File: config.mk
export PLATFORM = sky130hd
export DESIGN_NAME = run_list_to_extent_decoder_flat
export DESIGN_NICKNAME = d
export VERILOG_FILES = /design/src/hw/rtl/rld_pkg.sv /design/src/hw/rtl/rld_if.sv /design/src/hw/rtl/rld_front.sv /design/src/hw/rtl/rld_queue.sv /design/src/hw/rtl/rld_back.sv /design/src/hw/rtl/run_list_to_extent_decoder.sv /design/src/flat_wrapper.sv
export SDC_FILE = /design/constraint.sdc
export NUM_CORES = 2
export LEC_CHECK = 0
export BUFFER_PORTS_ARGS = -buffer_cell sky130_fd_sc_hd__buf_2
export CAP_MARGIN = 5
export CORE_UTILIZATION = 35
export CTS_CLUSTER_SIZE = 10
export DETAILED_ROUTE_END_ITERATION = 10
export SKIP_LAST_GASP = 1
export SYNTH_ARGS = -nofsm -noshare
export SYNTH_HDL_FRONTEND = slang
export SYNTH_SLANG_ARGS = --single-unit
File: constraint.sdc
create_clock -name clk -period 18.35 [get_ports clk]
set_input_delay 0 -clock clk [delete_from_list [all_inputs] [get_ports clk]]
set_output_delay 0 -clock clk [all_outputs]
set_load 0.03 [all_outputs]
File: src/hw/rtl/rld_pkg.sv
package rld_pkg;

  localparam int FIELD_BYTES_MAX = 8;

  localparam int QUEUE_DEPTH = 2;
  localparam int QPTR_W      = (QUEUE_DEPTH > 1) ? $clog2(QUEUE_DEPTH) : 1;
  localparam int QCNT_W      = $clog2(QUEUE_DEPTH + 1);

  localparam logic [1:0] ST_EXTENT = 2'd0;
  localparam logic [1:0] ST_END    = 2'd1;
  localparam logic [1:0] ST_BAD    = 2'd2;

  localparam logic [1:0] OP_START = 2'd0;
  localparam logic [1:0] OP_RUN   = 2'd1;
  localparam logic [1:0] OP_END   = 2'd2;
  localparam logic [1:0] OP_BAD   = 2'd3;

  typedef struct packed {
    logic [1:0]  op;
    logic [63:0] value;
    logic [63:0] offset;
  } rld_entry_t;

  function automatic logic [63:0] low_bytes_mask(input logic [2:0] p);
    logic [63:0] m;
    m = '0;
    for (int i = 0; i < 8; i++) begin
      m[8*i +: 8] = (3'(i) < p) ? 8'hFF : 8'h00;
    end
    return m;
  endfunction

endpackage

File: src/hw/rtl/rld_if.sv
interface rld_in_if;
  logic               valid;
  logic               ready;
  logic               action;
  logic signed [63:0] start_vcn;
  logic [7:0]         data_byte;
  logic               byte_is_last;

  modport source (output valid, output action, output start_vcn, output data_byte,
                  output byte_is_last, input ready);
  modport sink (input valid, input action, input start_vcn, input data_byte,
                input byte_is_last, output ready);
endinterface

interface rld_out_if;
  logic               valid;
  logic               ready;
  logic [1:0]         status;
  logic signed [63:0] first_lcn;
  logic signed [63:0] extent_next_vcn;
  logic signed [63:0] span_clusters;
  logic               is_virtual;
  logic signed [63:0] cluster_total;

  modport source (output valid, output status, output first_lcn, output extent_next_vcn,
                  output span_clusters, output is_virtual, output cluster_total,
                  input ready);
  modport sink (input valid, input status, input first_lcn, input extent_next_vcn,
                input span_clusters, input is_virtual, input cluster_total,
                output ready);
endinterface

File: src/hw/rtl/rld_front.sv
module rld_front (
  input  logic               clk,
  input  logic               rst_n,
  rld_in_if.sink             in_chan,
  output logic               push_valid,
  output rld_pkg::rld_entry_t push_entry,
  input  logic               queue_full
);
  import rld_pkg::*;

  localparam logic [1:0] PH_IDLE   = 2'd0;
  localparam logic [1:0] PH_HEADER = 2'd1;
  localparam logic [1:0] PH_LENGTH = 2'd2;
  localparam logic [1:0] PH_OFFSET = 2'd3;

  logic [1:0]  phase_r, phase_nxt;
  logic [3:0]  len_left_r, len_left_nxt;
  logic [3:0]  off_left_r, off_left_nxt;
  logic [2:0]  pos_r, pos_nxt;
  logic [63:0] len_acc_r, len_acc_nxt;
  logic [63:0] off_acc_r, off_acc_nxt;

  logic        accept;
  logic [7:0]  b;
  logic        last;
  logic [63:0] b_shift;
  logic [63:0] sign_fill;

  assign in_chan.ready = !queue_full;
  assign accept        = in_chan.valid && in_chan.ready;
  assign b             = in_chan.data_byte;
  assign last          = in_chan.byte_is_last;
  assign b_shift       = {56'd0, b} << {pos_r, 3'b000};
  assign sign_fill     = (b[7] && (pos_r != 3'd7)) ? ~low_bytes_mask(pos_r + 3'd1) : 64'd0;

  always_comb begin
    phase_nxt    = phase_r;
    len_left_nxt = len_left_r;
    off_left_nxt = off_left_r;
    pos_nxt      = pos_r;
    len_acc_nxt  = len_acc_r;
    off_acc_nxt  = off_acc_r;
    push_valid   = 1'b0;
    push_entry   = '{op: OP_RUN, value: len_acc_r, offset: off_acc_r};
    if (accept) begin
      if (!in_chan.action) begin
        phase_nxt    = PH_HEADER;
        len_left_nxt = '0;
        off_left_nxt = '0;
        pos_nxt      = '0;
        len_acc_nxt  = '0;
        off_acc_nxt  = '0;
        push_valid   = 1'b1;
        push_entry   = '{op: OP_START, value: in_chan.start_vcn, offset: 64'd0};
      end else begin
        unique case (phase_r)
          PH_HEADER: begin
            if (b == 8'd0) begin
              phase_nxt       = PH_IDLE;
              push_valid      = 1'b1;
              push_entry.op   = OP_END;
            end else begin
              len_left_nxt = b[3:0];
              off_left_nxt = b[7:4];
              if ((b[3:0] > 4'(FIELD_BYTES_MAX)) || (b[7:4] > 4'(FIELD_BYTES_MAX)) || last) begin
                phase_nxt     = PH_IDLE;
                push_valid    = 1'b1;
                push_entry.op = OP_BAD;
              end else begin
                len_acc_nxt = '0;
                off_acc_nxt = '0;
                pos_nxt     = '0;
                phase_nxt   = (b[3:0] != 4'd0) ? PH_LENGTH : PH_OFFSET;
              end
            end
          end
          PH_LENGTH: begin
            len_acc_nxt  = len_acc_r | b_shift;
            pos_nxt      = pos_r + 3'd1;
            len_left_nxt = len_left_r - 4'd1;
            if (last) begin
              phase_nxt     = PH_IDLE;
              push_valid    = 1'b1;
              push_entry.op = OP_BAD;
            end else if (len_left_nxt == 4'd0) begin
              pos_nxt = '0;
              if (off_left_r == 4'd0) begin
                phase_nxt  = PH_HEADER;
                push_valid = 1'b1;
                push_entry = '{op: OP_RUN, value: len_acc_nxt, offset: off_acc_r};
              end else begin
                phase_nxt = PH_OFFSET;
              end
            end
          end
          PH_OFFSET: begin
            off_acc_nxt  = (off_acc_r & low_bytes_mask(pos_r)) | b_shift | sign_fill;
            pos_nxt      = pos_r + 3'd1;
            off_left_nxt = off_left_r - 4'd1;
            if (last) begin
              phase_nxt     = PH_IDLE;
              push_valid    = 1'b1;
              push_entry.op = OP_BAD;
            end else if (off_left_nxt == 4'd0) begin
              pos_nxt    = '0;
              phase_nxt  = PH_HEADER;
              push_valid = 1'b1;
              push_entry = '{op: OP_RUN, value: len_acc_r, offset: off_acc_nxt};
            end
          end
          default: begin
          end
        endcase
      end
    end
  end

  always_ff @(posedge clk) begin
    if (!rst_n) begin
      phase_r    <= PH_IDLE;
      len_left_r <= '0;
      off_left_r <= '0;
      pos_r      <= '0;
      len_acc_r  <= '0;
      off_acc_r  <= '0;
    end else begin
      phase_r    <= phase_nxt;
      len_left_r <= len_left_nxt;
      off_left_r <= off_left_nxt;
      pos_r      <= pos_nxt;
      len_acc_r  <= len_acc_nxt;
      off_acc_r  <= off_acc_nxt;
    end
  end

endmodule

File: src/hw/rtl/rld_queue.sv
module rld_queue (
  input  logic                clk,
  input  logic                rst_n,
  input  logic                push_valid,
  input  rld_pkg::rld_entry_t push_entry,
  output logic                full,
  output logic                pop_valid,
  output rld_pkg::rld_entry_t pop_entry,
  input  logic                pop_ready
);
  import rld_pkg::*;

  rld_entry_t          store_r [QUEUE_DEPTH];
  logic [QPTR_W-1:0]   wr_ptr_r, wr_ptr_nxt;
  logic [QPTR_W-1:0]   rd_ptr_r, rd_ptr_nxt;
  logic [QCNT_W-1:0]   count_r, count_nxt;
  logic                push;
  logic                pop;

  assign full      = (count_r == QCNT_W'(QUEUE_DEPTH));
  assign pop_valid = (count_r != '0);
  assign pop_entry = store_r[rd_ptr_r];
  assign push      = push_valid && !full;
  assign pop       = pop_valid && pop_ready;

  always_comb begin
    wr_ptr_nxt = wr_ptr_r;
    rd_ptr_nxt = rd_ptr_r;
    count_nxt  = count_r;
    if (push) begin
      wr_ptr_nxt = (wr_ptr_r == QPTR_W'(QUEUE_DEPTH - 1)) ? '0 : wr_ptr_r + 1'b1;
    end
    if (pop) begin
      rd_ptr_nxt = (rd_ptr_r == QPTR_W'(QUEUE_DEPTH - 1)) ? '0 : rd_ptr_r + 1'b1;
    end
    if (push && !pop) begin
      count_nxt = count_r + 1'b1;
    end else if (pop && !push) begin
      count_nxt = count_r - 1'b1;
    end
  end

  always_ff @(posedge clk) begin
    if (!rst_n) begin
      wr_ptr_r <= '0;
      rd_ptr_r <= '0;
      count_r  <= '0;
    end else begin
      wr_ptr_r <= wr_ptr_nxt;
      rd_ptr_r <= rd_ptr_nxt;
      count_r  <= count_nxt;
    end
  end

  always_ff @(posedge clk) begin
    if (push) begin
      store_r[wr_ptr_r] <= push_entry;
    end
  end

endmodule

File: src/hw/rtl/rld_back.sv
module rld_back (
  input  logic                clk,
  input  logic                rst_n,
  input  logic                q_valid,
  input  rld_pkg::rld_entry_t q_entry,
  output logic                q_ready,
  rld_out_if.source           out_chan
);
  import rld_pkg::*;

  logic        out_valid_r, out_valid_nxt;
  logic [63:0] cpos_r, cpos_nxt;
  logic [63:0] vpos_r, vpos_nxt;
  logic [63:0] sum_r, sum_nxt;
  logic [1:0]  status_r;
  logic [63:0] lcn_r, next_vcn_r, length_r, total_r;
  logic        virt_r;

  logic        pop;
  logic        virt;
  logic        emit;

  assign q_ready = !out_valid_r || out_chan.ready;
  assign pop     = q_valid && q_ready;
  assign virt    = (q_entry.offset == 64'd0);

  always_comb begin
    out_valid_nxt = out_valid_r && !out_chan.ready;
    cpos_nxt      = cpos_r;
    vpos_nxt      = vpos_r;
    sum_nxt       = sum_r;
    emit          = 1'b0;
    if (pop) begin
      unique case (q_entry.op) inside
        OP_START: begin
          cpos_nxt = '0;
          vpos_nxt = q_entry.value;
          sum_nxt  = '0;
        end
        OP_RUN: begin
          cpos_nxt = cpos_r + q_entry.offset;
          vpos_nxt = vpos_r + q_entry.value;
          sum_nxt  = virt ? sum_r : sum_r + q_entry.value;
          emit     = 1'b1;
        end
        OP_END, OP_BAD: begin
          emit = 1'b1;
        end
        default: begin
        end
      endcase
      if (emit) begin
        out_valid_nxt = 1'b1;
      end
    end
  end

  always_ff @(posedge clk) begin
    if (!rst_n) begin
      out_valid_r <= 1'b0;
      cpos_r      <= '0;
      vpos_r      <= '0;
      sum_r       <= '0;
    end else begin
      out_valid_r <= out_valid_nxt;
      cpos_r      <= cpos_nxt;
      vpos_r      <= vpos_nxt;
      sum_r       <= sum_nxt;
    end
  end

  always_ff @(posedge clk) begin
    if (emit) begin
      if (q_entry.op == OP_RUN) begin
        status_r   <= ST_EXTENT;
        lcn_r      <= cpos_nxt;
        next_vcn_r <= vpos_nxt;
        length_r   <= q_entry.value;
        virt_r     <= virt;
      end else begin
        status_r   <= (q_entry.op == OP_END) ? ST_END : ST_BAD;
        lcn_r      <= '0;
        next_vcn_r <= '0;
        length_r   <= '0;
        virt_r     <= 1'b0;
      end
      total_r <= sum_nxt;
    end
  end

  assign out_chan.valid           = out_valid_r;
  assign out_chan.status          = status_r;
  assign out_chan.first_lcn       = lcn_r;
  assign out_chan.extent_next_vcn = next_vcn_r;
  assign out_chan.span_clusters   = length_r;
  assign out_chan.is_virtual      = virt_r;
  assign out_chan.cluster_total   = total_r;

endmodule

File: src/hw/rtl/run_list_to_extent_decoder.sv
// Accepts one start or run list byte per cycle while the two-entry queue has room.
// A byte that completes a run, ends the list or makes it malformed puts a result in
// the queue, which moves it to the output register when free; other bytes give none.
// Throughput is one item per cycle while output is ready; the queue absorbs stalls.
// Reset is synchronous and active low: it empties the queue and output register,
// clears all positions and the running sum; the decoder idles until a start item.
module run_list_to_extent_decoder (
  input  logic       clk,
  input  logic       rst_n,
  rld_in_if.sink     in_chan,
  rld_out_if.source  out_chan
);
  import rld_pkg::*;

  logic       push_valid;
  rld_entry_t push_entry;
  logic       queue_full;
  logic       q_valid;
  rld_entry_t q_entry;
  logic       q_ready;

  rld_front u_front (
    .clk        (clk),
    .rst_n      (rst_n),
    .in_chan    (in_chan),
    .push_valid (push_valid),
    .push_entry (push_entry),
    .queue_full (queue_full)
  );

  rld_queue u_queue (
    .clk        (clk),
    .rst_n      (rst_n),
    .push_valid (push_valid),
    .push_entry (push_entry),
    .full       (queue_full),
    .pop_valid  (q_valid),
    .pop_entry  (q_entry),
    .pop_ready  (q_ready)
  );

  rld_back u_back (
    .clk      (clk),
    .rst_n    (rst_n),
    .q_valid  (q_valid),
    .q_entry  (q_entry),
    .q_ready  (q_ready),
    .out_chan (out_chan)
  );

endmodule

File: src/flat_wrapper.sv
// flat-port wrapper written by rule: the top's interface ports become plain ports
module run_list_to_extent_decoder_flat import rld_pkg::*;
  (clk, rst_n, in_chan_valid, in_chan_action, in_chan_start_vcn, in_chan_data_byte, in_chan_byte_is_last, in_chan_ready, out_chan_valid, out_chan_status, out_chan_first_lcn, out_chan_extent_next_vcn, out_chan_span_clusters, out_chan_is_virtual, out_chan_cluster_total, out_chan_ready);
  rld_in_if in_chan_i ();
  rld_out_if out_chan_i ();
  input  logic clk;
  input  logic rst_n;
  input wire logic [$bits(in_chan_i.valid)-1:0] in_chan_valid;
  input wire logic [$bits(in_chan_i.action)-1:0] in_chan_action;
  input wire logic [$bits(in_chan_i.start_vcn)-1:0] in_chan_start_vcn;
  input wire logic [$bits(in_chan_i.data_byte)-1:0] in_chan_data_byte;
  input wire logic [$bits(in_chan_i.byte_is_last)-1:0] in_chan_byte_is_last;
  output wire logic [$bits(in_chan_i.ready)-1:0] in_chan_ready;
  output wire logic [$bits(out_chan_i.valid)-1:0] out_chan_valid;
  output wire logic [$bits(out_chan_i.status)-1:0] out_chan_status;
  output wire logic [$bits(out_chan_i.first_lcn)-1:0] out_chan_first_lcn;
  output wire logic [$bits(out_chan_i.extent_next_vcn)-1:0] out_chan_extent_next_vcn;
  output wire logic [$bits(out_chan_i.span_clusters)-1:0] out_chan_span_clusters;
  output wire logic [$bits(out_chan_i.is_virtual)-1:0] out_chan_is_virtual;
  output wire logic [$bits(out_chan_i.cluster_total)-1:0] out_chan_cluster_total;
  input wire logic [$bits(out_chan_i.ready)-1:0] out_chan_ready;
  assign in_chan_i.valid = in_chan_valid;
  assign in_chan_i.action = in_chan_action;
  assign in_chan_i.start_vcn = in_chan_start_vcn;
  assign in_chan_i.data_byte = in_chan_data_byte;
  assign in_chan_i.byte_is_last = in_chan_byte_is_last;
  assign in_chan_ready = in_chan_i.ready;
  assign out_chan_valid = out_chan_i.valid;
  assign out_chan_status = out_chan_i.status;
  assign out_chan_first_lcn = out_chan_i.first_lcn;
  assign out_chan_extent_next_vcn = out_chan_i.extent_next_vcn;
  assign out_chan_span_clusters = out_chan_i.span_clusters;
  assign out_chan_is_virtual = out_chan_i.is_virtual;
  assign out_chan_cluster_total = out_chan_i.cluster_total;
  assign out_chan_i.ready = out_chan_ready;
  run_list_to_extent_decoder u_core (.clk(clk), .rst_n(rst_n), .in_chan(in_chan_i), .out_chan(out_chan_i));
endmodule
==> impl_results.rst <==
.. list-table::
   :header-rows: 1

   * - Metric
     - Value
   * - Worst hold-check path type
     - in2reg
   * - Hpwl dp
     - 117600 um
   * - Vias
     - between 30000 and 40000
   * - Total power of the final layout
     - ~8 mW
   * - Floorplan row count
     - around 130
   * - Final non-filler cell total
     - roughly 6800
   * - Stage delay of the slowest cell on the critical path
     - about 0.66 ns
   * - Fraction of final layout cells sized beyond drive strength 1
     - 0.1338
   * - Overflow left after global routing
     - 0
   * - Total setup buffers inserted after CTS
     - 0
   * - Average wire length per cell after detail routing
     - about 24 um
   * - Portion of total power attributed to combinational logic
     - 0.428
   * - Final hold viol count
     - 0
   * - Sort of element at the end of the critical path
     - register
   * - Flop pwr share
     - 0.338
   * - Leading area contributor after synthesis
     - edfxtp_1
   * - Number of placed I/O pins
     - approximately 340
   * - Initial antenna violation count
     - 9
   * - Synth top area cells
     - edfxtp_1 (34%), dfxtp_1 (15%), ha_1 (5.5%), a21oi_1 (5.0%), nor2_1 (4.2%)
   * - Setup TNS Final
     - 0 ns
   * - Start-to-end type of the worst setup path
     - reg2reg
   * - Syn nets
     - around 5000
   * - Highest routed layer
     - met5
   * - TritonCTS clock tree
     - done
   * - Critical path data required time
     - roughly 19 ns
   * - Vertical die dimension
     - about 360 um
   * - Outcome
     - complete, no violations
   * - Largest fanout of any net on the critical path
     - 43
   * - Critical-path cell list
     - buf_4 > mux2i_1 > inv_1 > ha_1 > a21o_1 > a2111oi_0 > nor3_1 > o31a_1 > a31oi_1 > o31ai_2 > a21o_1 > a311o_1 > xnor2_1 > o21ai_0
   * - Initial detailed-routing violation count
     - between 4000 and 5000
   * - Max-cap violations
     - 0
   * - Detailed-route wire length on metal 1
     - approximately 73000 um
   * - Placed Cells incl. Taps
     - 6527
   * - Cells after Synth
     - ~4700
   * - Leakage power summed over all cells
     - between 20 and 25 nW
   * - Routed length on met3
     - roughly 13000 um
   * - Root cell of the clock tree
     - clkbuf_16
   * - Clock latency on the worst-skew pair
     - 0.72 ns
   * - Starting density of the core
     - 0.3526
   * - Worst Skew
     - 0.03723 ns
   * - Critical path launch point type
     - register
   * - Port buffer count
     - around 340
   * - Clock network fraction of total power
     - 0.234
   * - Final WL
     - around 160000 um
   * - Vias in the first global route
     - 35810
   * - CTS resizes
     - 0
   * - Reg clk slew, reported paths
     - about 0.060 ns
   * - Final-report setup violation count
     - 0
   * - Distinct cells, synth
     - 92
   * - Post-layout net count
     - 5244
   * - Filler Cells Inserted
     - 12780
   * - Number of buffers created by CTS
     - between 100 and 150
   * - Initial DRT Pass Iterations
     - 6
   * - Placeable core area
     - 129500 um^2
   * - Post-CTS Hold Buffers
     - between 70 and 80
   * - Worst path arrival time
     - approximately 6 ns
   * - Global Route Usage Sum
     - 0.2386
   * - Share of Yosys cell area claimed by the top area cell type
     - 0.3413
   * - Area of the die
     - about 130000 um^2
   * - Met2 Routed Length
     - about 72000 um
   * - Remaining DRCs
     - 0
   * - Switching power total
     - 3.468 mW
   * - Final clock period utilization by the worst path
     - 0.3050
   * - Cell type of the slowest stage on the worst timing path
     - dfxtp_4
   * - Max Slew Vio Count
     - 0
   * - First-pass GRT wire length
     - between 200000 and 250000 um
   * - Internal power of the cells
     - 4.696 mW
   * - Mean number of vias per cell
     - between 5 and 6
   * - Fin crit period
     - roughly 5.6 ns
   * - Leading register cell type out of synthesis
     - edfxtp_1
   * - RePlAce Congestion
     - between 0.9 and 1
   * - Actual transition at the worst max-transition pin
     - roughly 1.2 ns
   * - Share of synthesized flip-flops with an asynchronous set or reset
     - 0
   * - Post-placement worst setup slack
     - 12.81 ns
   * - Slew margin rel.
     - 0.1740
   * - Largest net degree at the start of global routing
     - 90
   * - H-tree Lvls
     - 3
   * - Mean cell area of the mapped netlist
     - approximately 9.7 um^2
   * - Post-DRT Antenna Nets
     - 0
   * - Synth Register Bits
     - 858
   * - RSZ-0062 raised after global routing
     - false
   * - Min setup slack post-route
     - approximately 13 ns
   * - Switching part of the total power
     - 0.4248
   * - Largest voltage drop on the vdd net
     - between 0.00007 and 0.00008 V
   * - Fmax
     - around 180 MHz
   * - Number of enable flip-flop cells after synthesis
     - between 500 and 600
   * - Worst reg-to-reg setup slack
     - around 13 ns
   * - Sequential fraction of the synthesis area
     - 0.4899
   * - Hold Slack
     - between 0.04 and 0.05 ns
   * - CP most frequent cell
     - a21o_1
   * - Pwr Density
     - 154.9 nW/um^2
   * - Synth-to-Final Area Change
     - 15.40%
   * - Cell area after synthesis
     - about 46000 um^2
   * - DIE WIDTH
     - ~360 um
   * - Synthesis Warnings
     - 0
   * - Maximum clock path buffer count
     - 3
   * - TritonCTS Sinks
     - roughly 860
## sequential cells by signal, summed over array words and instances, names as in the netlist, 3 cells and up, named ones only
name,flops
u_core.u_back.sum_r,64
u_core.u_front.len_left_r,4
u_core.u_back.out_chan.extent_next_vcn,64
u_core.u_back.out_chan.first_lcn,64
u_core.u_front.off_acc_r,64
u_core.u_back.cpos_r,64
u_core.u_queue.store_r,260
u_core.u_back.out_chan.span_clusters,64
u_core.u_front.pos_r,3
u_core.u_back.out_chan.cluster_total,64
u_core.u_back.vpos_r,64
u_core.u_front.len_acc_r,64
u_core.u_front.off_left_r,4
## worst max-delay path: cells and delay by family (launching register included)
family	cells	cell delay (ns)
XOR/XNOR	1	0.19
flip-flops	1	0.66
adder cells (fa/ha/maj)	1	0.44
AO/OA/AOI/OAI	8	2.27
AND/OR/NAND/NOR	1	0.12
buffers and inverters	2	0.88
multiplexers	1	0.65
## layout make-up
class                      count  area [um^2]  share of cell area
multi-input combinational   3428        21790              0.4135
inverter                     105        399.1            0.007574
tap                         1742         2180             0.04136
clock inverter                15        177.7            0.003372
antenna                        1        2.502          0.00004749
timing repair buffer         469         2863             0.05432
clock buffer                 169         2907             0.05516
sequential                   858        22380              0.4246
## layer usage
layer	vias up	track usage
met2	1672	0.3643
met1	18990	0.3441
met3	241	0.03244
met5	-	0
li1	17910	-
met4	6	0.08240
## synth_stat cells, types with 89 or more instances
master,count
edfxtp_1,519
nor2_1,509
a21oi_1,453
nand2_1,418
dfxtp_1,339
clkbuf_1,251
o21ai_0,242
ha_1,200
nand3_1,132
a22o_1,113
a21o_1,109
inv_1,104
xnor2_1,104
nor3_1,103
mux2_2,89
## final timing paths
path                                                                start                                                  to  depth (start not counted)
worst max-delay path                                             register  u_core.u_back.out_chan.cluster_total[56]$_DFFE_PP_                         14
worst min register to register  u_core.u_front.off_acc_r[57]$_SDFFE_PN0P_           u_core.u_front.off_acc_r[57]$_SDFFE_PN0P_                          2
worst max register to register                                   register  u_core.u_back.out_chan.cluster_total[56]$_DFFE_PP_                         14
worst min-delay path                                       in_chan_action              u_core.u_front.phase_r[1]$_SDFFE_PN0P_                          4
## power groups by stage
stage / sequential (mW) / combinational (mW) / clock (mW)
after floorplan: 3.25 / 1.99 / 0
after global placement: 2.79 / 3.42 / 0
after detailed placement: 2.79 / 3.43 / 0
after CTS: 2.76 / 3.46 / 1.94
after global routing: 2.79 / 3.74 / 2.02
final: 2.76 / 3.49 / 1.91
## cells in the final DEF, fill, tap and decap left out, drive strengths merged, types with 113 or more instances in the layout
master  count
dfxtp     339
nor2      510
ha        200
nand2     420
edfxtp    519
nand3     132
clkbuf    169
buf       394
a21oi     457
a22o      113
o21ai     285
## kinds of logic after synthesis
family | Yosys count | share of synthesized area
mux | 143 | 0.03379
xor+xnor | 172 | 0.03299
buf+inv | 417 | 0.03570
flops | 858 | 0.4899
simple gates | 1470 | 0.1451
fa+ha+maj | 203 | 0.05612
compound gates | 1440 | 0.2064
## stage by stage
stage | utilization | area, um^2
2_1_floorplan | - | 45660
3_3_place_gp | 0.3773 | 48860
3_5_place_dp | 0.3773 | 48860
4_1_cts | 0.4070 | 52690
5_1_grt | 0.4070 | 52690
6_report | 0.4070 | 52700
Power figures use the tool's default switching activity.
